<file path="src/design/gvp_pkg.sv">
// Shared types, register codes and sequencer step table for the gait velocity and phase block.
`timescale 1ns / 1ps
package gvp_pkg;

  localparam int VEL_WIDTH_DEF   = 16;
  localparam int PHASE_WIDTH_DEF = 16;

  localparam int CFG_IDX_W  = 3;
  localparam int CFG_DATA_W = 64;

  // register indexes
  localparam logic [CFG_IDX_W-1:0] REG_VELOCITY_BIAS    = 3'd0;
  localparam logic [CFG_IDX_W-1:0] REG_ACCEL_LIMITS     = 3'd1;
  localparam logic [CFG_IDX_W-1:0] REG_DECEL_RATIO      = 3'd2;
  localparam logic [CFG_IDX_W-1:0] REG_PHASE_RATE       = 3'd3;
  localparam logic [CFG_IDX_W-1:0] REG_STOP_TOLERANCES  = 3'd4;
  localparam logic [CFG_IDX_W-1:0] REG_STOP_SPEED_LIMIT = 3'd5;
  localparam logic [CFG_IDX_W-1:0] REG_LEFT_LEG_LEADS   = 3'd6;

  typedef struct packed {
    logic [47:0] velocity_bias;
    logic [63:0] accel_limits;
    logic [15:0] decel_ratio;
    logic [15:0] phase_rate;
    logic [31:0] stop_tolerances;
    logic [14:0] stop_speed_limit;
    logic        left_leg_leads;
  } cfg_t;

  localparam cfg_t CFG_RESET = '{
    velocity_bias:    48'd0,
    accel_limits:     64'd0,
    decel_ratio:      16'd4096,
    phase_rate:       16'd32768,
    stop_tolerances:  32'd0,
    stop_speed_limit: 15'd0,
    left_leg_leads:   1'b1
  };

  // multiplier operand selects
  localparam int SEL_W = 4;
  localparam logic [SEL_W-1:0] MS_NONE = 4'd0;
  localparam logic [SEL_W-1:0] MS_TA0  = 4'd1;  // tick * accel, forward/backward
  localparam logic [SEL_W-1:0] MS_TA1  = 4'd2;  // tick * accel, sideways
  localparam logic [SEL_W-1:0] MS_TA2  = 4'd3;  // tick * accel, rotational
  localparam logic [SEL_W-1:0] MS_PD   = 4'd4;  // product * decel ratio
  localparam logic [SEL_W-1:0] MS_SQ0  = 4'd5;
  localparam logic [SEL_W-1:0] MS_SQ1  = 4'd6;
  localparam logic [SEL_W-1:0] MS_SQ2  = 4'd7;
  localparam logic [SEL_W-1:0] MS_TP   = 4'd8;  // tick * phase rate
  localparam logic [SEL_W-1:0] MS_NP   = 4'd9;  // nominal tick * phase rate
  localparam logic [SEL_W-1:0] MS_NL   = 4'd10; // nominal increment * lower tol
  localparam logic [SEL_W-1:0] MS_NU   = 4'd11; // nominal increment * upper tol
  localparam logic [SEL_W-1:0] MS_LL   = 4'd12; // speed limit squared

  // product capture targets
  localparam logic [SEL_W-1:0] CAP_NONE  = 4'd0;
  localparam logic [SEL_W-1:0] CAP_ALIM0 = 4'd1;
  localparam logic [SEL_W-1:0] CAP_ALIM1 = 4'd2;
  localparam logic [SEL_W-1:0] CAP_ALIM2 = 4'd3;
  localparam logic [SEL_W-1:0] CAP_DLIM0 = 4'd4;
  localparam logic [SEL_W-1:0] CAP_DLIM1 = 4'd5;
  localparam logic [SEL_W-1:0] CAP_DLIM2 = 4'd6;
  localparam logic [SEL_W-1:0] CAP_SQ    = 4'd7;
  localparam logic [SEL_W-1:0] CAP_INC   = 4'd8;
  localparam logic [SEL_W-1:0] CAP_NOM   = 4'd9;
  localparam logic [SEL_W-1:0] CAP_LB    = 4'd10;
  localparam logic [SEL_W-1:0] CAP_UB    = 4'd11;
  localparam logic [SEL_W-1:0] CAP_LIM2  = 4'd12;

  localparam int STEP_W = 4;
  localparam logic [STEP_W-1:0] LAST_STEP = 4'd14;

  typedef struct packed {
    logic             load;
    logic             update;
    logic [SEL_W-1:0] mul_sel;
    logic [SEL_W-1:0] cap_sel;
  } dp_cmd_t;

  typedef struct packed {
    logic walking;
  } dp_stat_t;

  // Each step but the last starts one product; each step but the first captures the one started the step before.
  function automatic dp_cmd_t step_cmd(input logic [STEP_W-1:0] s);
    dp_cmd_t c;
    c = '0;
    case (s)
      4'd0:    begin c.mul_sel = MS_TA0;  c.cap_sel = CAP_NONE;  end
      4'd1:    begin c.mul_sel = MS_PD;   c.cap_sel = CAP_ALIM0; end
      4'd2:    begin c.mul_sel = MS_TA1;  c.cap_sel = CAP_DLIM0; end
      4'd3:    begin c.mul_sel = MS_PD;   c.cap_sel = CAP_ALIM1; end
      4'd4:    begin c.mul_sel = MS_TA2;  c.cap_sel = CAP_DLIM1; end
      4'd5:    begin c.mul_sel = MS_PD;   c.cap_sel = CAP_ALIM2; end
      4'd6:    begin c.mul_sel = MS_SQ0;  c.cap_sel = CAP_DLIM2; end
      4'd7:    begin c.mul_sel = MS_SQ1;  c.cap_sel = CAP_SQ;    end
      4'd8:    begin c.mul_sel = MS_SQ2;  c.cap_sel = CAP_SQ;    end
      4'd9:    begin c.mul_sel = MS_TP;   c.cap_sel = CAP_SQ;    end
      4'd10:   begin c.mul_sel = MS_NP;   c.cap_sel = CAP_INC;   end
      4'd11:   begin c.mul_sel = MS_NL;   c.cap_sel = CAP_NOM;   end
      4'd12:   begin c.mul_sel = MS_NU;   c.cap_sel = CAP_LB;    end
      4'd13:   begin c.mul_sel = MS_LL;   c.cap_sel = CAP_UB;    end
      4'd14:   begin c.mul_sel = MS_NONE; c.cap_sel = CAP_LIM2;  end
      default: begin c.mul_sel = MS_NONE; c.cap_sel = CAP_NONE;  end
    endcase
    return c;
  endfunction

endpackage

</file>
<file path="src/design/gvp_ifs.sv">
// Channel interfaces: input word, result word and configuration write.
`timescale 1ns / 1ps
interface gvp_in_if;
  logic               valid;
  logic               ready;
  logic               walk_request;
  logic signed [15:0] cmd_vel_x;
  logic signed [15:0] cmd_vel_y;
  logic signed [15:0] cmd_vel_z;
  logic [15:0]        tick_time;
  logic [15:0]        nominal_tick_time;

  modport source (output valid, walk_request, cmd_vel_x, cmd_vel_y, cmd_vel_z,
                  tick_time, nominal_tick_time, input ready);
  modport sink (input valid, walk_request, cmd_vel_x, cmd_vel_y, cmd_vel_z,
                tick_time, nominal_tick_time, output ready);
endinterface

interface gvp_out_if #(
  parameter int VEL_WIDTH   = gvp_pkg::VEL_WIDTH_DEF,
  parameter int PHASE_WIDTH = gvp_pkg::PHASE_WIDTH_DEF
);
  logic                          valid;
  logic                          ready;
  logic                          is_walking;
  logic signed [VEL_WIDTH-1:0]   vel_x;
  logic signed [VEL_WIDTH-1:0]   vel_y;
  logic signed [VEL_WIDTH-1:0]   vel_z;
  logic signed [PHASE_WIDTH-1:0] phase;
  logic                          leading_left;

  modport source (output valid, is_walking, vel_x, vel_y, vel_z, phase, leading_left,
                  input ready);
  modport sink (input valid, is_walking, vel_x, vel_y, vel_z, phase, leading_left,
                output ready);
endinterface

interface gvp_cfg_if;
  logic                            valid;
  logic                            ready;
  logic [gvp_pkg::CFG_IDX_W-1:0]   reg_index;
  logic [gvp_pkg::CFG_DATA_W-1:0]  data;

  modport source (output valid, reg_index, data, input ready);
  modport sink (input valid, reg_index, data, output ready);
endinterface

</file>
<file path="src/design/gvp_regs.sv">
// Configuration register file.
`timescale 1ns / 1ps
module gvp_regs (
  input  logic                           clk,
  input  logic                           rst_n,
  input  logic                           wr_en,
  input  logic [gvp_pkg::CFG_IDX_W-1:0]  wr_index,
  input  logic [gvp_pkg::CFG_DATA_W-1:0] wr_data,
  output gvp_pkg::cfg_t                  cfg
);
  import gvp_pkg::*;

  cfg_t cfg_r;

  always_ff @(posedge clk) begin
    if (!rst_n) begin
      cfg_r <= CFG_RESET;
    end else if (wr_en) begin
      case (wr_index)
        REG_VELOCITY_BIAS:    cfg_r.velocity_bias    <= wr_data[47:0];
        REG_ACCEL_LIMITS:     cfg_r.accel_limits     <= wr_data;
        REG_DECEL_RATIO:      cfg_r.decel_ratio      <= wr_data[15:0];
        REG_PHASE_RATE:       cfg_r.phase_rate       <= wr_data[15:0];
        REG_STOP_TOLERANCES:  cfg_r.stop_tolerances  <= wr_data[31:0];
        REG_STOP_SPEED_LIMIT: cfg_r.stop_speed_limit <= wr_data[14:0];
        REG_LEFT_LEG_LEADS:   cfg_r.left_leg_leads   <= wr_data[0];
        default: ;
      endcase
    end
  end

  assign cfg = cfg_r;

endmodule

</file>
<file path="src/design/gvp_ctrl.sv">
// Sequencer: handshakes and the step schedule for the shared multiplier.
`timescale 1ns / 1ps
module gvp_ctrl (
  input  logic              clk,
  input  logic              rst_n,
  input  logic              in_valid,
  output logic              in_ready,
  output logic              out_valid,
  input  logic              out_ready,
  input  gvp_pkg::dp_stat_t stat,
  output gvp_pkg::dp_cmd_t  cmd
);
  import gvp_pkg::*;

  localparam logic [1:0] ST_IDLE = 2'd0;
  localparam logic [1:0] ST_RUN  = 2'd1;
  localparam logic [1:0] ST_UPD  = 2'd2;

  logic [1:0]        state_r, state_nxt;
  logic [STEP_W-1:0] step_r, step_nxt;
  logic              out_valid_r, out_valid_nxt;
  logic              accept;
  logic              out_free;

  assign in_ready  = (state_r == ST_IDLE);
  assign accept    = in_valid & in_ready;
  assign out_free  = !out_valid_r || out_ready;
  assign out_valid = out_valid_r;

  always_comb begin
    state_nxt = state_r;
    step_nxt  = step_r;
    cmd       = '0;
    case (state_r)
      ST_IDLE: begin
        if (accept) begin
          cmd.load  = 1'b1;
          step_nxt  = '0;
          state_nxt = stat.walking ? ST_RUN : ST_UPD;
        end
      end
      ST_RUN: begin
        cmd = step_cmd(step_r);
        if (step_r == LAST_STEP) begin
          state_nxt = ST_UPD;
        end else begin
          step_nxt = step_r + 1'b1;
        end
      end
      ST_UPD: begin
        if (out_free) begin
          cmd.update = 1'b1;
          state_nxt  = ST_IDLE;
        end
      end
      default: state_nxt = ST_IDLE;
    endcase
  end

  always_comb begin
    out_valid_nxt = out_valid_r;
    if (cmd.update) begin
      out_valid_nxt = 1'b1;
    end else if (out_ready) begin
      out_valid_nxt = 1'b0;
    end
  end

  always_ff @(posedge clk) begin
    if (!rst_n) begin
      state_r     <= ST_IDLE;
      step_r      <= '0;
      out_valid_r <= 1'b0;
    end else begin
      state_r     <= state_nxt;
      step_r      <= step_nxt;
      out_valid_r <= out_valid_nxt;
    end
  end

`ifndef NO_ASSERTIONS
  a_busy_after_accept: assert property (@(posedge clk) disable iff (!rst_n)
    accept |=> !in_ready)
    else $error("input still ready after a word was taken");
  a_halted_goes_update: assert property (@(posedge clk) disable iff (!rst_n)
    accept && !stat.walking |=> state_r == ST_UPD)
    else $error("halted word did not go straight to update");
  a_update_shows_result: assert property (@(posedge clk) disable iff (!rst_n)
    cmd.update |=> out_valid_r)
    else $error("update without a result word");
`endif

endmodule

</file>
<file path="src/design/gvp_dp.sv">
// Datapath: shared multiplier, captured limits, slope limiter, phase and stop logic.
`timescale 1ns / 1ps
module gvp_dp #(
  parameter int VEL_WIDTH   = gvp_pkg::VEL_WIDTH_DEF,
  parameter int PHASE_WIDTH = gvp_pkg::PHASE_WIDTH_DEF
) (
  input  logic                          clk,
  input  logic                          rst_n,
  input  logic                          walk_request,
  input  logic signed [15:0]            cmd_vel_x,
  input  logic signed [15:0]            cmd_vel_y,
  input  logic signed [15:0]            cmd_vel_z,
  input  logic [15:0]                   tick_time,
  input  logic [15:0]                   nominal_tick_time,
  input  gvp_pkg::cfg_t                 cfg,
  input  gvp_pkg::dp_cmd_t              cmd,
  output gvp_pkg::dp_stat_t             stat,
  output logic                          is_walking,
  output logic signed [VEL_WIDTH-1:0]   vel_x,
  output logic signed [VEL_WIDTH-1:0]   vel_y,
  output logic signed [VEL_WIDTH-1:0]   vel_z,
  output logic signed [PHASE_WIDTH-1:0] phase,
  output logic                          leading_left
);
  import gvp_pkg::*;

  localparam int VW  = VEL_WIDTH;
  localparam int PW  = PHASE_WIDTH;
  localparam int UW  = ((VW > 16) ? VW : 16) + 1;   // unbiased velocity
  localparam int DW  = ((VW > 17) ? VW : 17) + 1;   // target - velocity
  localparam int KW  = ((DW > 21) ? DW : 21) + 1;   // clamp window
  localparam int SW  = KW + 1;                      // velocity + step
  localparam int PKW = ((PW > 24) ? PW : 24) + 2;   // phase tolerance compare

  localparam logic signed [SW-1:0] VMAX_S =
    signed'({{(SW-VW+1){1'b0}}, {(VW-1){1'b1}}});
  localparam logic signed [SW-1:0] VMIN_S = -VMAX_S - 1;
  localparam logic signed [UW-1:0] VMAX_U =
    signed'({{(UW-VW+1){1'b0}}, {(VW-1){1'b1}}});
  localparam logic signed [UW-1:0] VMIN_U = -VMAX_U - 1;

  // latched input word
  logic               walk_r;
  logic signed [15:0] cmd_r [3];
  logic [15:0]        t_r, tn_r;

  // multiplier and captured products
  logic [31:0] mul_a;
  logic [15:0] mul_b;
  logic [47:0] prod;
  logic [47:0] p_r;
  logic [15:0] alim_r [3];
  logic [19:0] dlim_r [3];
  logic [31:0] sum_r;
  logic [15:0] inc_r;
  logic [31:0] nominc_r;
  logic [23:0] lb_r, ub_r;
  logic [29:0] lim2_r;

  // gait state
  logic                 walking_r, walking_nxt;
  logic signed [VW-1:0] vel_r [3];
  logic signed [VW-1:0] vel_nxt [3];
  logic signed [PW-1:0] phase_r, phase_nxt;
  logic                 left_r, left_nxt;

  // per-axis results
  logic signed [UW-1:0] unb [3];
  logic [UW-1:0]        mag [3];
  logic                 nonneg [3];
  logic signed [VW-1:0] vel_new [3];
  logic signed [VW-1:0] bias_sat [3];
  logic [15:0]          acc_sel [3];

  assign acc_sel[0] = nonneg[0] ? cfg.accel_limits[15:0] : cfg.accel_limits[31:16];
  assign acc_sel[1] = cfg.accel_limits[47:32];
  assign acc_sel[2] = cfg.accel_limits[63:48];

  genvar gi;
  for (gi = 0; gi < 3; gi++) begin : g_axis
    logic [15:0]          b;
    logic signed [16:0]   tgt;
    logic signed [DW-1:0] diff;
    logic signed [KW-1:0] diff_k, a_k, d_k, lo_k, hi_k, clp;
    logic signed [SW-1:0] vs;
    logic signed [UW-1:0] bx;

    assign b = cfg.velocity_bias[16*gi +: 16];
    assign unb[gi] = $signed({{(UW-VW){vel_r[gi][VW-1]}}, vel_r[gi]})
                   - $signed({{(UW-16){b[15]}}, b});
    assign nonneg[gi] = !unb[gi][UW-1];
    assign mag[gi] = unb[gi][UW-1] ? -unb[gi] : unb[gi];

    // step toward bias plus command, bias alone without a walk request
    assign tgt  = $signed({b[15], b})
                + (walk_r ? $signed({cmd_r[gi][15], cmd_r[gi]}) : 17'sd0);
    assign diff = $signed({{(DW-17){tgt[16]}}, tgt})
                - $signed({{(DW-VW){vel_r[gi][VW-1]}}, vel_r[gi]});
    assign diff_k = $signed({{(KW-DW){diff[DW-1]}}, diff});
    assign a_k  = $signed({{(KW-16){1'b0}}, alim_r[gi]});
    assign d_k  = $signed({{(KW-20){1'b0}}, dlim_r[gi]});
    assign lo_k = nonneg[gi] ? -d_k : -a_k;
    assign hi_k = nonneg[gi] ? a_k : d_k;
    assign clp  = (diff_k < lo_k) ? lo_k : ((diff_k > hi_k) ? hi_k : diff_k);
    assign vs   = $signed({{(SW-VW){vel_r[gi][VW-1]}}, vel_r[gi]})
                + $signed({clp[KW-1], clp});
    assign vel_new[gi] = (vs > VMAX_S) ? VMAX_S[VW-1:0] :
                         ((vs < VMIN_S) ? VMIN_S[VW-1:0] : vs[VW-1:0]);

    assign bx = $signed({{(UW-16){b[15]}}, b});
    assign bias_sat[gi] = (bx > VMAX_U) ? VMAX_U[VW-1:0] :
                          ((bx < VMIN_U) ? VMIN_U[VW-1:0] : bx[VW-1:0]);
  end

  // shared multiplier operand select
  always_comb begin
    mul_a = '0;
    mul_b = '0;
    case (cmd.mul_sel)
      MS_TA0:  begin mul_a = {16'd0, t_r};          mul_b = acc_sel[0]; end
      MS_TA1:  begin mul_a = {16'd0, t_r};          mul_b = acc_sel[1]; end
      MS_TA2:  begin mul_a = {16'd0, t_r};          mul_b = acc_sel[2]; end
      MS_PD:   begin mul_a = p_r[31:0];             mul_b = cfg.decel_ratio; end
      MS_SQ0:  begin mul_a = {17'd0, mag[0][14:0]}; mul_b = {1'b0, mag[0][14:0]}; end
      MS_SQ1:  begin mul_a = {17'd0, mag[1][14:0]}; mul_b = {1'b0, mag[1][14:0]}; end
      MS_SQ2:  begin mul_a = {17'd0, mag[2][14:0]}; mul_b = {1'b0, mag[2][14:0]}; end
      MS_TP:   begin mul_a = {16'd0, t_r};          mul_b = cfg.phase_rate; end
      MS_NP:   begin mul_a = {16'd0, tn_r};         mul_b = cfg.phase_rate; end
      MS_NL:   begin mul_a = p_r[31:0];             mul_b = cfg.stop_tolerances[15:0]; end
      MS_NU:   begin mul_a = nominc_r;              mul_b = cfg.stop_tolerances[31:16]; end
      MS_LL:   begin
        mul_a = {17'd0, cfg.stop_speed_limit};
        mul_b = {1'b0, cfg.stop_speed_limit};
      end
      default: begin mul_a = '0; mul_b = '0; end
    endcase
  end

  assign prod = {16'd0, mul_a} * {32'd0, mul_b};

  always_ff @(posedge clk) begin
    p_r <= prod;
    if (cmd.load) begin
      walk_r   <= walk_request;
      cmd_r[0] <= cmd_vel_x;
      cmd_r[1] <= cmd_vel_y;
      cmd_r[2] <= cmd_vel_z;
      t_r      <= tick_time;
      tn_r     <= nominal_tick_time;
      sum_r    <= '0;
    end else begin
      case (cmd.cap_sel)
        CAP_ALIM0: alim_r[0] <= p_r[31:16];
        CAP_ALIM1: alim_r[1] <= p_r[31:16];
        CAP_ALIM2: alim_r[2] <= p_r[31:16];
        CAP_DLIM0: dlim_r[0] <= p_r[47:28];
        CAP_DLIM1: dlim_r[1] <= p_r[47:28];
        CAP_DLIM2: dlim_r[2] <= p_r[47:28];
        CAP_SQ:    sum_r     <= sum_r + {2'b00, p_r[29:0]};
        CAP_INC:   inc_r     <= p_r[31:16];
        CAP_NOM:   nominc_r  <= p_r[31:0];
        CAP_LB:    lb_r      <= p_r[47:24];
        CAP_UB:    ub_r      <= p_r[47:24];
        CAP_LIM2:  lim2_r    <= p_r[29:0];
        default: ;
      endcase
    end
  end

  // phase advance and stop window
  logic [31:0]           inc32;
  logic signed [PW-1:0]  newp;
  logic signed [PKW-1:0] nk, ok, lbk, ubk, halfk;
  logic                  n_ge0, n_le0, o_ge0, o_le0;
  logic                  crossing, slow, stop, start;
  logic [UW-1:0]         lim_u;

  assign inc32 = {16'd0, inc_r};
  assign newp  = phase_r + inc32[PW-1:0];
  assign nk    = $signed({{(PKW-PW){newp[PW-1]}}, newp});
  assign ok    = $signed({{(PKW-PW){phase_r[PW-1]}}, phase_r});
  assign lbk   = $signed({{(PKW-24){1'b0}}, lb_r});
  assign ubk   = $signed({{(PKW-24){1'b0}}, ub_r});
  assign halfk = $signed({{(PKW-PW){1'b0}}, 1'b1, {(PW-1){1'b0}}});
  assign n_ge0 = !newp[PW-1];
  assign n_le0 = newp[PW-1] || (newp == '0);
  assign o_ge0 = !phase_r[PW-1];
  assign o_le0 = phase_r[PW-1] || (phase_r == '0);
  assign crossing = (n_ge0 && o_le0 && ((nk <= ubk) || (ok >= -lbk))) ||
                    (n_le0 && o_ge0 && ((nk <= ubk - halfk) || (ok >= halfk - lbk)));

  assign lim_u = {{(UW-15){1'b0}}, cfg.stop_speed_limit};
  assign slow  = (mag[0] <= lim_u) && (mag[1] <= lim_u) && (mag[2] <= lim_u) &&
                 (sum_r <= {2'b00, lim2_r});

  assign stop  = walking_r && !walk_r && slow && crossing;
  assign start = !walking_r && walk_r;

  always_comb begin
    walking_nxt = walking_r;
    phase_nxt   = phase_r;
    left_nxt    = left_r;
    for (int i = 0; i < 3; i++) begin
      vel_nxt[i] = vel_r[i];
    end
    if (stop || start) begin
      walking_nxt = start;
      phase_nxt   = '0;
      left_nxt    = cfg.left_leg_leads;
      for (int i = 0; i < 3; i++) begin
        vel_nxt[i] = bias_sat[i];
      end
    end else if (walking_r) begin
      phase_nxt = newp;
      for (int i = 0; i < 3; i++) begin
        vel_nxt[i] = vel_new[i];
      end
    end
  end

  always_ff @(posedge clk) begin
    if (!rst_n) begin
      walking_r <= 1'b0;
      phase_r   <= '0;
      left_r    <= 1'b1;
      for (int i = 0; i < 3; i++) begin
        vel_r[i] <= '0;
      end
    end else if (cmd.update) begin
      walking_r <= walking_nxt;
      phase_r   <= phase_nxt;
      left_r    <= left_nxt;
      for (int i = 0; i < 3; i++) begin
        vel_r[i] <= vel_nxt[i];
      end
    end
  end

  assign stat.walking = walking_r;
  assign is_walking   = walking_r;
  assign vel_x        = vel_r[0];
  assign vel_y        = vel_r[1];
  assign vel_z        = vel_r[2];
  assign phase        = phase_r;
  assign leading_left = left_r;

`ifndef NO_ASSERTIONS
  a_state_holds: assert property (@(posedge clk) disable iff (!rst_n)
    !cmd.update |=> $stable(walking_r) && $stable(phase_r) && $stable(left_r))
    else $error("gait state moved outside an update");
  a_halted_phase_zero: assert property (@(posedge clk) disable iff (!rst_n)
    !walking_r |-> phase_r == '0)
    else $error("phase nonzero while halted");
  a_start_clears_phase: assert property (@(posedge clk) disable iff (!rst_n)
    cmd.update && start |=> walking_r && phase_r == '0)
    else $error("start did not reload the gait state");
`endif

endmodule

</file>
<file path="src/design/gait_velocity_phase_generator.sv">
// Top level: gait velocity slope limiter and phase generator.
`timescale 1ns / 1ps
// Usage
//   in_ch  : one word per control tick (walk request, velocity command, tick times).
//   out_ch : one word per input word, the gait state after that tick's update.
//   cfg_ch : register writes, always ready; write only while no word is in flight.
// Sequence
//   While walking a word goes from acceptance through the take cycle, 15 steps
//   that share one 32x16 multiplier for the limit, square and phase products,
//   and the update cycle, which waits for the output to free. The result is
//   valid the next cycle. While halted a word goes from the take cycle straight
//   to the update cycle. A new word is taken once the previous one has been
//   updated, not before.
// Reset
//   rst_n low clears the sequencer, drops out_ch.valid, halts the gait with zero
//   velocity and phase and loads the registers with their reset values.
// Stalls
//   The result word holds in the output state until taken; the next word may be
//   accepted and worked on meanwhile, but its update waits for the output to free.
module gait_velocity_phase_generator #(
  parameter int VEL_WIDTH   = gvp_pkg::VEL_WIDTH_DEF,
  parameter int PHASE_WIDTH = gvp_pkg::PHASE_WIDTH_DEF
) (
  input logic       clk,
  input logic       rst_n,
  gvp_in_if.sink    in_ch,
  gvp_out_if.source out_ch,
  gvp_cfg_if.sink   cfg_ch
);
  import gvp_pkg::*;

  cfg_t     cfg;
  dp_cmd_t  cmd;
  dp_stat_t stat;

  // configuration never stalls
  assign cfg_ch.ready = 1'b1;

  gvp_regs u_regs (
    .clk      (clk),
    .rst_n    (rst_n),
    .wr_en    (cfg_ch.valid & cfg_ch.ready),
    .wr_index (cfg_ch.reg_index),
    .wr_data  (cfg_ch.data),
    .cfg      (cfg)
  );

  // sequencer owns both handshakes
  gvp_ctrl u_ctrl (
    .clk       (clk),
    .rst_n     (rst_n),
    .in_valid  (in_ch.valid),
    .in_ready  (in_ch.ready),
    .out_valid (out_ch.valid),
    .out_ready (out_ch.ready),
    .stat      (stat),
    .cmd       (cmd)
  );

  // the gait state registers drive the result word directly
  gvp_dp #(
    .VEL_WIDTH   (VEL_WIDTH),
    .PHASE_WIDTH (PHASE_WIDTH)
  ) u_dp (
    .clk               (clk),
    .rst_n             (rst_n),
    .walk_request      (in_ch.walk_request),
    .cmd_vel_x         (in_ch.cmd_vel_x),
    .cmd_vel_y         (in_ch.cmd_vel_y),
    .cmd_vel_z         (in_ch.cmd_vel_z),
    .tick_time         (in_ch.tick_time),
    .nominal_tick_time (in_ch.nominal_tick_time),
    .cfg               (cfg),
    .cmd               (cmd),
    .stat              (stat),
    .is_walking        (out_ch.is_walking),
    .vel_x             (out_ch.vel_x),
    .vel_y             (out_ch.vel_y),
    .vel_z             (out_ch.vel_z),
    .phase             (out_ch.phase),
    .leading_left      (out_ch.leading_left)
  );

endmodule

</file>
<file path="src/flat_wrapper.sv">
// flat-port wrapper written by rule: the top's interface ports become plain ports
module gait_velocity_phase_generator_flat import gvp_pkg::*;
#(
  parameter int VEL_WIDTH   = gvp_pkg::VEL_WIDTH_DEF,
  parameter int PHASE_WIDTH = gvp_pkg::PHASE_WIDTH_DEF
)
  (clk, rst_n, in_ch_valid, in_ch_walk_request, in_ch_cmd_vel_x, in_ch_cmd_vel_y, in_ch_cmd_vel_z, in_ch_tick_time, in_ch_nominal_tick_time, in_ch_ready, out_ch_valid, out_ch_is_walking, out_ch_vel_x, out_ch_vel_y, out_ch_vel_z, out_ch_phase, out_ch_leading_left, out_ch_ready, cfg_ch_valid, cfg_ch_reg_index, cfg_ch_data, cfg_ch_ready);
  gvp_in_if in_ch_i ();
  gvp_out_if #(.VEL_WIDTH(VEL_WIDTH), .PHASE_WIDTH(PHASE_WIDTH)) out_ch_i ();
  gvp_cfg_if cfg_ch_i ();
  input logic clk;
  input logic rst_n;
  input wire logic [$bits(in_ch_i.valid)-1:0] in_ch_valid;
  input wire logic [$bits(in_ch_i.walk_request)-1:0] in_ch_walk_request;
  input wire logic [$bits(in_ch_i.cmd_vel_x)-1:0] in_ch_cmd_vel_x;
  input wire logic [$bits(in_ch_i.cmd_vel_y)-1:0] in_ch_cmd_vel_y;
  input wire logic [$bits(in_ch_i.cmd_vel_z)-1:0] in_ch_cmd_vel_z;
  input wire logic [$bits(in_ch_i.tick_time)-1:0] in_ch_tick_time;
  input wire logic [$bits(in_ch_i.nominal_tick_time)-1:0] in_ch_nominal_tick_time;
  output wire logic [$bits(in_ch_i.ready)-1:0] in_ch_ready;
  output wire logic [$bits(out_ch_i.valid)-1:0] out_ch_valid;
  output wire logic [$bits(out_ch_i.is_walking)-1:0] out_ch_is_walking;
  output wire logic [$bits(out_ch_i.vel_x)-1:0] out_ch_vel_x;
  output wire logic [$bits(out_ch_i.vel_y)-1:0] out_ch_vel_y;
  output wire logic [$bits(out_ch_i.vel_z)-1:0] out_ch_vel_z;
  output wire logic [$bits(out_ch_i.phase)-1:0] out_ch_phase;
  output wire logic [$bits(out_ch_i.leading_left)-1:0] out_ch_leading_left;
  input wire logic [$bits(out_ch_i.ready)-1:0] out_ch_ready;
  input wire logic [$bits(cfg_ch_i.valid)-1:0] cfg_ch_valid;
  input wire logic [$bits(cfg_ch_i.reg_index)-1:0] cfg_ch_reg_index;
  input wire logic [$bits(cfg_ch_i.data)-1:0] cfg_ch_data;
  output wire logic [$bits(cfg_ch_i.ready)-1:0] cfg_ch_ready;
  assign in_ch_i.valid = in_ch_valid;
  assign in_ch_i.walk_request = in_ch_walk_request;
  assign in_ch_i.cmd_vel_x = in_ch_cmd_vel_x;
  assign in_ch_i.cmd_vel_y = in_ch_cmd_vel_y;
  assign in_ch_i.cmd_vel_z = in_ch_cmd_vel_z;
  assign in_ch_i.tick_time = in_ch_tick_time;
  assign in_ch_i.nominal_tick_time = in_ch_nominal_tick_time;
  assign in_ch_ready = in_ch_i.ready;
  assign out_ch_valid = out_ch_i.valid;
  assign out_ch_is_walking = out_ch_i.is_walking;
  assign out_ch_vel_x = out_ch_i.vel_x;
  assign out_ch_vel_y = out_ch_i.vel_y;
  assign out_ch_vel_z = out_ch_i.vel_z;
  assign out_ch_phase = out_ch_i.phase;
  assign out_ch_leading_left = out_ch_i.leading_left;
  assign out_ch_i.ready = out_ch_ready;
  assign cfg_ch_i.valid = cfg_ch_valid;
  assign cfg_ch_i.reg_index = cfg_ch_reg_index;
  assign cfg_ch_i.data = cfg_ch_data;
  assign cfg_ch_ready = cfg_ch_i.ready;
  gait_velocity_phase_generator #(.VEL_WIDTH(VEL_WIDTH), .PHASE_WIDTH(PHASE_WIDTH)) u_core (.clk(clk), .rst_n(rst_n), .in_ch(in_ch_i), .out_ch(out_ch_i), .cfg_ch(cfg_ch_i));
endmodule
</file>
<file path="config.mk">
export PLATFORM = sky130hd
export DESIGN_NAME = gait_velocity_phase_generator_flat
export DESIGN_NICKNAME = d
export VERILOG_FILES = /design/src/design/gvp_pkg.sv /design/src/design/gvp_ifs.sv /design/src/design/gvp_regs.sv /design/src/design/gvp_ctrl.sv /design/src/design/gvp_dp.sv /design/src/design/gait_velocity_phase_generator.sv /design/src/flat_wrapper.sv
export SDC_FILE = /design/constraint.sdc
export NUM_CORES = 2
export LEC_CHECK = 0
export BUFFER_PORTS_ARGS = -buffer_cell sky130_fd_sc_hd__buf_2
export CORE_ASPECT_RATIO = 1.25
export CORE_MARGIN = 10
export CORE_UTILIZATION = 66
export CTS_BUF_LIST = sky130_fd_sc_hd__clkbuf_8
export DETAILED_ROUTE_END_ITERATION = 8
export HOLD_SLACK_MARGIN = 0.15
export MAX_ROUTING_LAYER = met4
export PLACE_DENSITY = 0.84
export SYNTH_ARGS = -nofsm -noshare
export SYNTH_HDL_FRONTEND = slang
export SYNTH_SLANG_ARGS = --single-unit
</file>
<file path="constraint.sdc">
create_clock -name clk -period 13.31 [get_ports clk]
set_input_delay 1.9965 -clock clk [delete_from_list [all_inputs] [get_ports clk]]
set_output_delay 1.9965 -clock clk [all_outputs]
set_load 0.1 [all_outputs]
</file>
# ---- Word-level counts from Yosys, hierarchy flattened
# Memories as Yosys holds them, arrays and structs flattened. A register that Yosys moved wholly into a read port is not among the register bits.
# Index checks and enable logic that the tools add are counted.
dict set report word_totals {
  wordCells 270
  mem_count 5
  mem_bits_ro 128
  input_bits 153
  ramBits 204
  latchBits 0
  reg_bits 456
}
# memory words word_bits rd rd_clocked_by_memory_dff wr line
set memory_table {}
lappend memory_table {{(name not given)} 16 8 1 1 0 gvp_pkg.sv:89} ;# case (s)
lappend memory_table {u_core.u_dp.dlim_r 3 20 3 0 1 gvp_dp.sv:53} ;# logic [19:0] dlim_r [3];
lappend memory_table {u_core.u_dp.alim_r 3 16 3 0 1 gvp_dp.sv:52} ;# logic [15:0] alim_r [3];
lappend memory_table {u_core.u_dp.cmd_r 3 16 3 0 3 gvp_dp.sv:44} ;# logic signed [15:0] cmd_r [3];
lappend memory_table {u_core.u_dp.vel_r 3 16 3 0 3 gvp_dp.sv:62} ;# logic signed [VW-1:0] vel_r [3];
dict set report op_classes {
  shifts 0
  bitwise_logic 5
  multipliers 1
  n_mux 93
  div_mod_pow 0
  n_reduce_logical 53
  addsub 27
  order_cmp 26
  n_eq_ne 37
}
# op n
set op_table {}
lappend op_table {{16-bit 2-to-1 mux} 20}
lappend op_table {{32-bit case mux with 8 select lines} 1}
lappend op_table {{22-bit 2-to-1 mux} 9}
lappend op_table {{16-bit case mux with 11 select lines} 1}
lappend op_table {{17-bit 2-to-1 mux} 6}
lappend op_table {{20-bit 2-to-1 mux} 5}
lappend op_table {{48-bit 2-to-1 mux} 2}
lappend op_table {{16-bit by 22-bit adder with 23-bit output} 3}
lappend op_table {{23-bit by 16-bit greater-than comparator with 1-bit output, second input constant} 3}
lappend op_table {{23-bit by 16-bit less-than comparator with 1-bit output, second input constant} 3}
lappend op_table {{18-bit by 22-bit less-than comparator with 1-bit output} 3}
lappend op_table {{16-bit negator with 22-bit output} 3}
lappend op_table {{20-bit negator with 22-bit output} 3}
lappend op_table {{18-bit by 21-bit greater-than comparator with 1-bit output} 3}
lappend op_table {{17-bit by 16-bit subtractor with 18-bit output} 3}
lappend op_table {{16-bit by 17-bit adder with 17-bit output} 3}
lappend op_table {{17-bit by 15-bit less-or-equal comparator with 1-bit output} 3}
lappend op_table {{17-bit negator} 3}
lappend op_table {{16-bit by 16-bit subtractor with 17-bit output} 3}
lappend op_table {{16-bit by 25-bit less-or-equal comparator with 1-bit output} 2}
lappend op_table {{16-bit greater-than comparator, second input constant} 3}
lappend op_table {{16-bit less-than comparator, second input constant} 3}
lappend op_table {{32-bit by 16-bit multiplier with 48-bit output} 1}
lappend op_table {{4-bit == test, second input constant} 11}
lappend op_table {{41 further kinds} 142}

# ---- Depth between registers and ports, before layout
# An unclocked memory read counts as a cell.
dict set report logic_depth {
  word_depth 14
  ltp_mapped 54
}

# ---- Cells and area by module
# From an unflattened synthesis, not the netlist that was laid out.
dict set report unflattened {
  hier_cells 7399
  area_unflattened_um2 66258.5
}
# mod area_per_inst_um2 n_inst seq_area_each_um2 cells_each
set by_module_without_submodules {}
lappend by_module_without_submodules {gvp_dp 58058.2 1 12862.3 6592}
lappend by_module_without_submodules {gvp_regs 7129.3 1 3843.7 700}
lappend by_module_without_submodules {gvp_ctrl 1059.8 1 300.3 105}
lappend by_module_without_submodules {gait_velocity_phase_generator 11.3 1 0.0 2}

# ---- Least setup slack after synthesis
# No wires, ideal clock.
dict set report synth_path {
  path_kind {reg-to-reg}
  from {memory u_core.u_dp.vel_r[0][1] (netlist bit)}
  to {register u_core.u_dp.p_r[41]}
  required_time_ps 13238
  setup_ps 72
  arrival_ps 10515
  setup_slack_ps 2724
  period_less_slack_ps 10586
  path_buffers 3
  stages_incl_launch_ff 36
  path_cell_list {edfxtp_1 inv_1 fa_1 nor2b_1 o31a_1 o2111ai_1 a211o_1 a31o_2 clkbuf_1 clkbuf_1 nand2_1 a21oi_1 a2111oi_0 clkbuf_1 nor2_1 fa_1 fa_1 fa_1 fa_1 fa_1 inv_1 fa_1 inv_1 ha_1 o21a_1 o21ai_0 o21bai_1 nor3_1 a21oi_1 a32oi_1 o31ai_1 a31oi_1 a211oi_1 a21boi_0 o21bai_1 xor2_1}
}
# item line
set synth_rtl {}
lappend synth_rtl {{start: declaration} gvp_dp.sv:62}
lappend synth_rtl {{end signal: assignment} gvp_dp.sv:142} ;# p_r <= prod;
lappend synth_rtl {{end: declaration} gvp_dp.sv:51} ;# logic [47:0] p_r;

==> results.yml <==
power:
  combinationalPowerShare: 0.475
  irDropWorstVdd_v: 0.0000740
  p_switching_w: 0.00349
  p_leak_nw: 31.2
  power_w: 0.00821
  swShare: 0.425
  cellPowerDensity_nw_per_um2: 117
  intPower_w: 0.00472
  power_frac_clock: 0.246
  p_seq_frac: 0.280
finish:
  final_common_cell: "nand2_1"
  fin_util: 0.717
  final_nets: 8811
  layout_common_cells: "nand2_1, inv_1, ha_1"
  layout-drive-gt1-share: 0.0772
  fin_area_um2: 70000
  area_growth_pct: 7.93
die:
  ioPinCount: 222
  die_h_um: 370
  dieWidth_um: 300
  core_area_um2: 97500
  std_cell_rows: 128
  start_util: 0.665
  dieArea_um2: 111000
clock_network:
  tritoncts: "yes"
  max-clock-path-buffers: 3
  clock_tree.root_cell: "clkbuf_8"
  insertion_delay_ps: 890
  cts_num_sinks: 668
  post-cts-setup-buffers: 0
  cts_max_level: 3
  numCtsBuffers: 109
  hold_buffers: 0
  clk_pin_slew_ps: 60
  cts_resized: 0
grt:
  grt_max_degree: 91
  grt-ovfl-total: 0
  antenna_found_initial: 20
  grt_pass1_vias: 57200
  grt_pass1_wl_mm: 329
  gr-usage-all-layers: 0.394
setup_path:
  worstSetupEndpointType: "register"
  r2r-start: "u_core.u_dp.vel_r[0][1]$_SDFFCE_PN0P_"
  worst_ep_required_time_ps: 14050
  cp_common_cell: "fa_1"
  max_stage_delay_ps: 1080
  cp.arrival_ps: 13640
  critPathBufInv: 3
  crit_path_start_kind: "register"
  startpoint: "u_core.u_dp.vel_r[0][1]$_SDFFCE_PN0P_"
  slowest_stage: "a221oi_1"
  crit_type: "register to register"
  path_max_fanout: 10
  ff2ff_setup_slack_ps: 410
  crit_family: "compound AO/OA/AOI/OAI gates"
detailed_routing:
  post_drt_wl_per_cell_um: 24.1
  dr.pass1.iters: 9
  postRouteAntennaNets: 0
  vias: 57200
  routed_via_density: 6.38
  drc_errors: 0
  drt-total-wl_mm: 216
  drtIter0Drc: 5987
timing:
  rsz0062_at_grt: "false"
  setup_viol: 0
  min_period_ps: 12900
  drv_slew: 0
  finClkSkew_ps: 91.6
  hold_viol_final: 0
  fin_setup_tns_ps: 0
  fmax_mhz: 77.5
  slew_headroom: 0.129
  finalCritPeriodShare: 0.969
  worstMarginPinSlew_ps: 1310
run:
  maxCapViolations: 0
yosys:
  async_flop_share: 0
  yosys_warnings: 0
  syn_area_um2: 64800
  synth_top_cell_area_share: 0.168
  synth.largest_area_cell: "edfxtp_1"
  synthCells: 7403
  syn_avg_cell_area_um2: 8.76
  syn_nets: 8655
  ys_seq_area_frac: 0.262
  yosys-top-cells-area: "edfxtp_1, fa_1, ha_1, dfxtp_1, nand2_1"
  ys.flop_type: "edfxtp_1"
  synth_seq_cells: 668
  synth_edf_count: 363
  ys_types: 95
placement:
  io_buffers: 220
  dp_hpwl_mm: 167
  placed_cell_area_um2: 67500
  routabilityCongestion: 1.07
hold_path:
  worstHoldStart: "u_core.u_regs.cfg[84]$_SDFFE_PN0P_"
  hold_path.class: "register to register"
outcome:
  run_status: "finished, final reports clean"
cell usage after synthesis, drive strengths merged, types with 21 or more instances:
| library cell | n |
|---|---|
| nor2 | 376 |
| or4 | 23 |
| nand3b | 21 |
| a222oi | 27 |
| nand4 | 56 |
| mux2i | 92 |
| a21oi | 319 |
| ha | 667 |
| o21a | 69 |
| buf | 29 |
| clkbuf | 249 |
| and2 | 166 |
| edfxtp | 363 |
| a211oi | 61 |
| o211ai | 51 |
| o21bai | 25 |
| nor4 | 39 |
| nand2b | 82 |
| a22o | 31 |
| xor2 | 143 |
| xnor2 | 244 |
| a31oi | 60 |
| inv | 821 |
| dfxtp | 305 |
| o21ai | 287 |
| o31a | 25 |
| and3 | 47 |
| fa | 432 |
| nand3 | 110 |
| a21o | 124 |
| nand2 | 1194 |
| nor2b | 98 |
| a21boi | 218 |
| nor3 | 113 |
| a22oi | 27 |
| or3 | 56 |
| a221oi | 39 |
| or2 | 29 |
| o31ai | 32 |
state kept, by name, summed over array words and instances (netlist names), 2 cells and up, named ones only:
register	flops
u_core.u_dp.ub_r	24
u_core.u_dp.cmd_r	48
u_core.u_dp.phase	16
u_core.u_regs.cfg	192
u_core.u_dp.lim2_r	30
u_core.u_dp.tn_r	16
u_core.u_dp.vel_r	48
u_core.u_ctrl.step_r	4
u_core.u_dp.sum_r	32
u_core.u_dp.dlim_r	60
u_core.u_dp.alim_r	48
u_core.u_ctrl.state_r	2
u_core.u_dp.nominc_r	32
u_core.u_dp.t_r	16
u_core.u_dp.inc_r	16
u_core.u_dp.p_r	48
u_core.u_dp.lb_r	24
through the flow:
step | hold slack [ps] | worst slack [ps] | instances
6_report | 465 | 413 | 8967
5_1_grt | 485 | 40.8 | 8965
4_1_cts | 467 | 592 | 8953
3_5_place_dp | 458 | 638 | 8748
3_3_place_gp | 451 | 613 | 8748
2_1_floorplan | 441 | 2720 | 7403
worst paths after layout:
check        cells after the start                                 end
min reg2reg                      2  u_core.u_regs.cfg[84]$_SDFFE_PN0P_
max reg2reg                     34         u_core.u_dp.p_r[41]$_DFF_P_
min                              2  u_core.u_regs.cfg[84]$_SDFFE_PN0P_
max                             34         u_core.u_dp.p_r[41]$_DFF_P_
cell families after synthesis:
family                   share of synthesized area
AND/OR/NAND/NOR                              0.174
AO/OA/AOI/OAI                                0.169
adder cells (fa/ha/maj)                      0.263
buffers and inverters                       0.0642
flip-flops                                   0.262
XOR/XNOR                                    0.0523
multiplexers                                0.0158
other                                    0.0000579
metal layers:
metal	vias up	track usage	part of all wire
met5	-	-	0
met4	0	0.287	0.087
met3	930	0.0720	0.088
met2	3047	0.636	0.47
met1	27400	0.436	0.36
li1	25900	-	-
layout make-up:
cell class	instances	area (µm²)
Inverter	821	3080
Timing Repair Buffer	323	1880
Fill cell	7498	27600
Clock inverter	73	602
Sequential cell	668	17000
Antenna cell	14	35.0
Clock buffer	132	1820
Tap cell	1300	1630
Multi-Input combinational cell	5636	43900
worst register-to-register path, delay by kind of cell (launching register included):
kind	cells	cell delay (ps)
AOI/OAI and AO/OA	15	5950
adders and majority gates	8	4010
and+or+nand+nor	5	1280
DFF	1	590
xor gates and xnor gates	3	580
buffers and inverters	3	380
power groups by stage:
stage               clock network (W)  registers (W)  logic, W
floorplan                           0        0.00243   0.00268
global placement                    0        0.00234   0.00375
detailed placement                  0        0.00234   0.00378
CTS                           0.00202        0.00229   0.00381
global route                  0.00211        0.00230   0.00425
finish                        0.00202        0.00230   0.00390
Note: power is estimated with default switching activity, not from simulation.
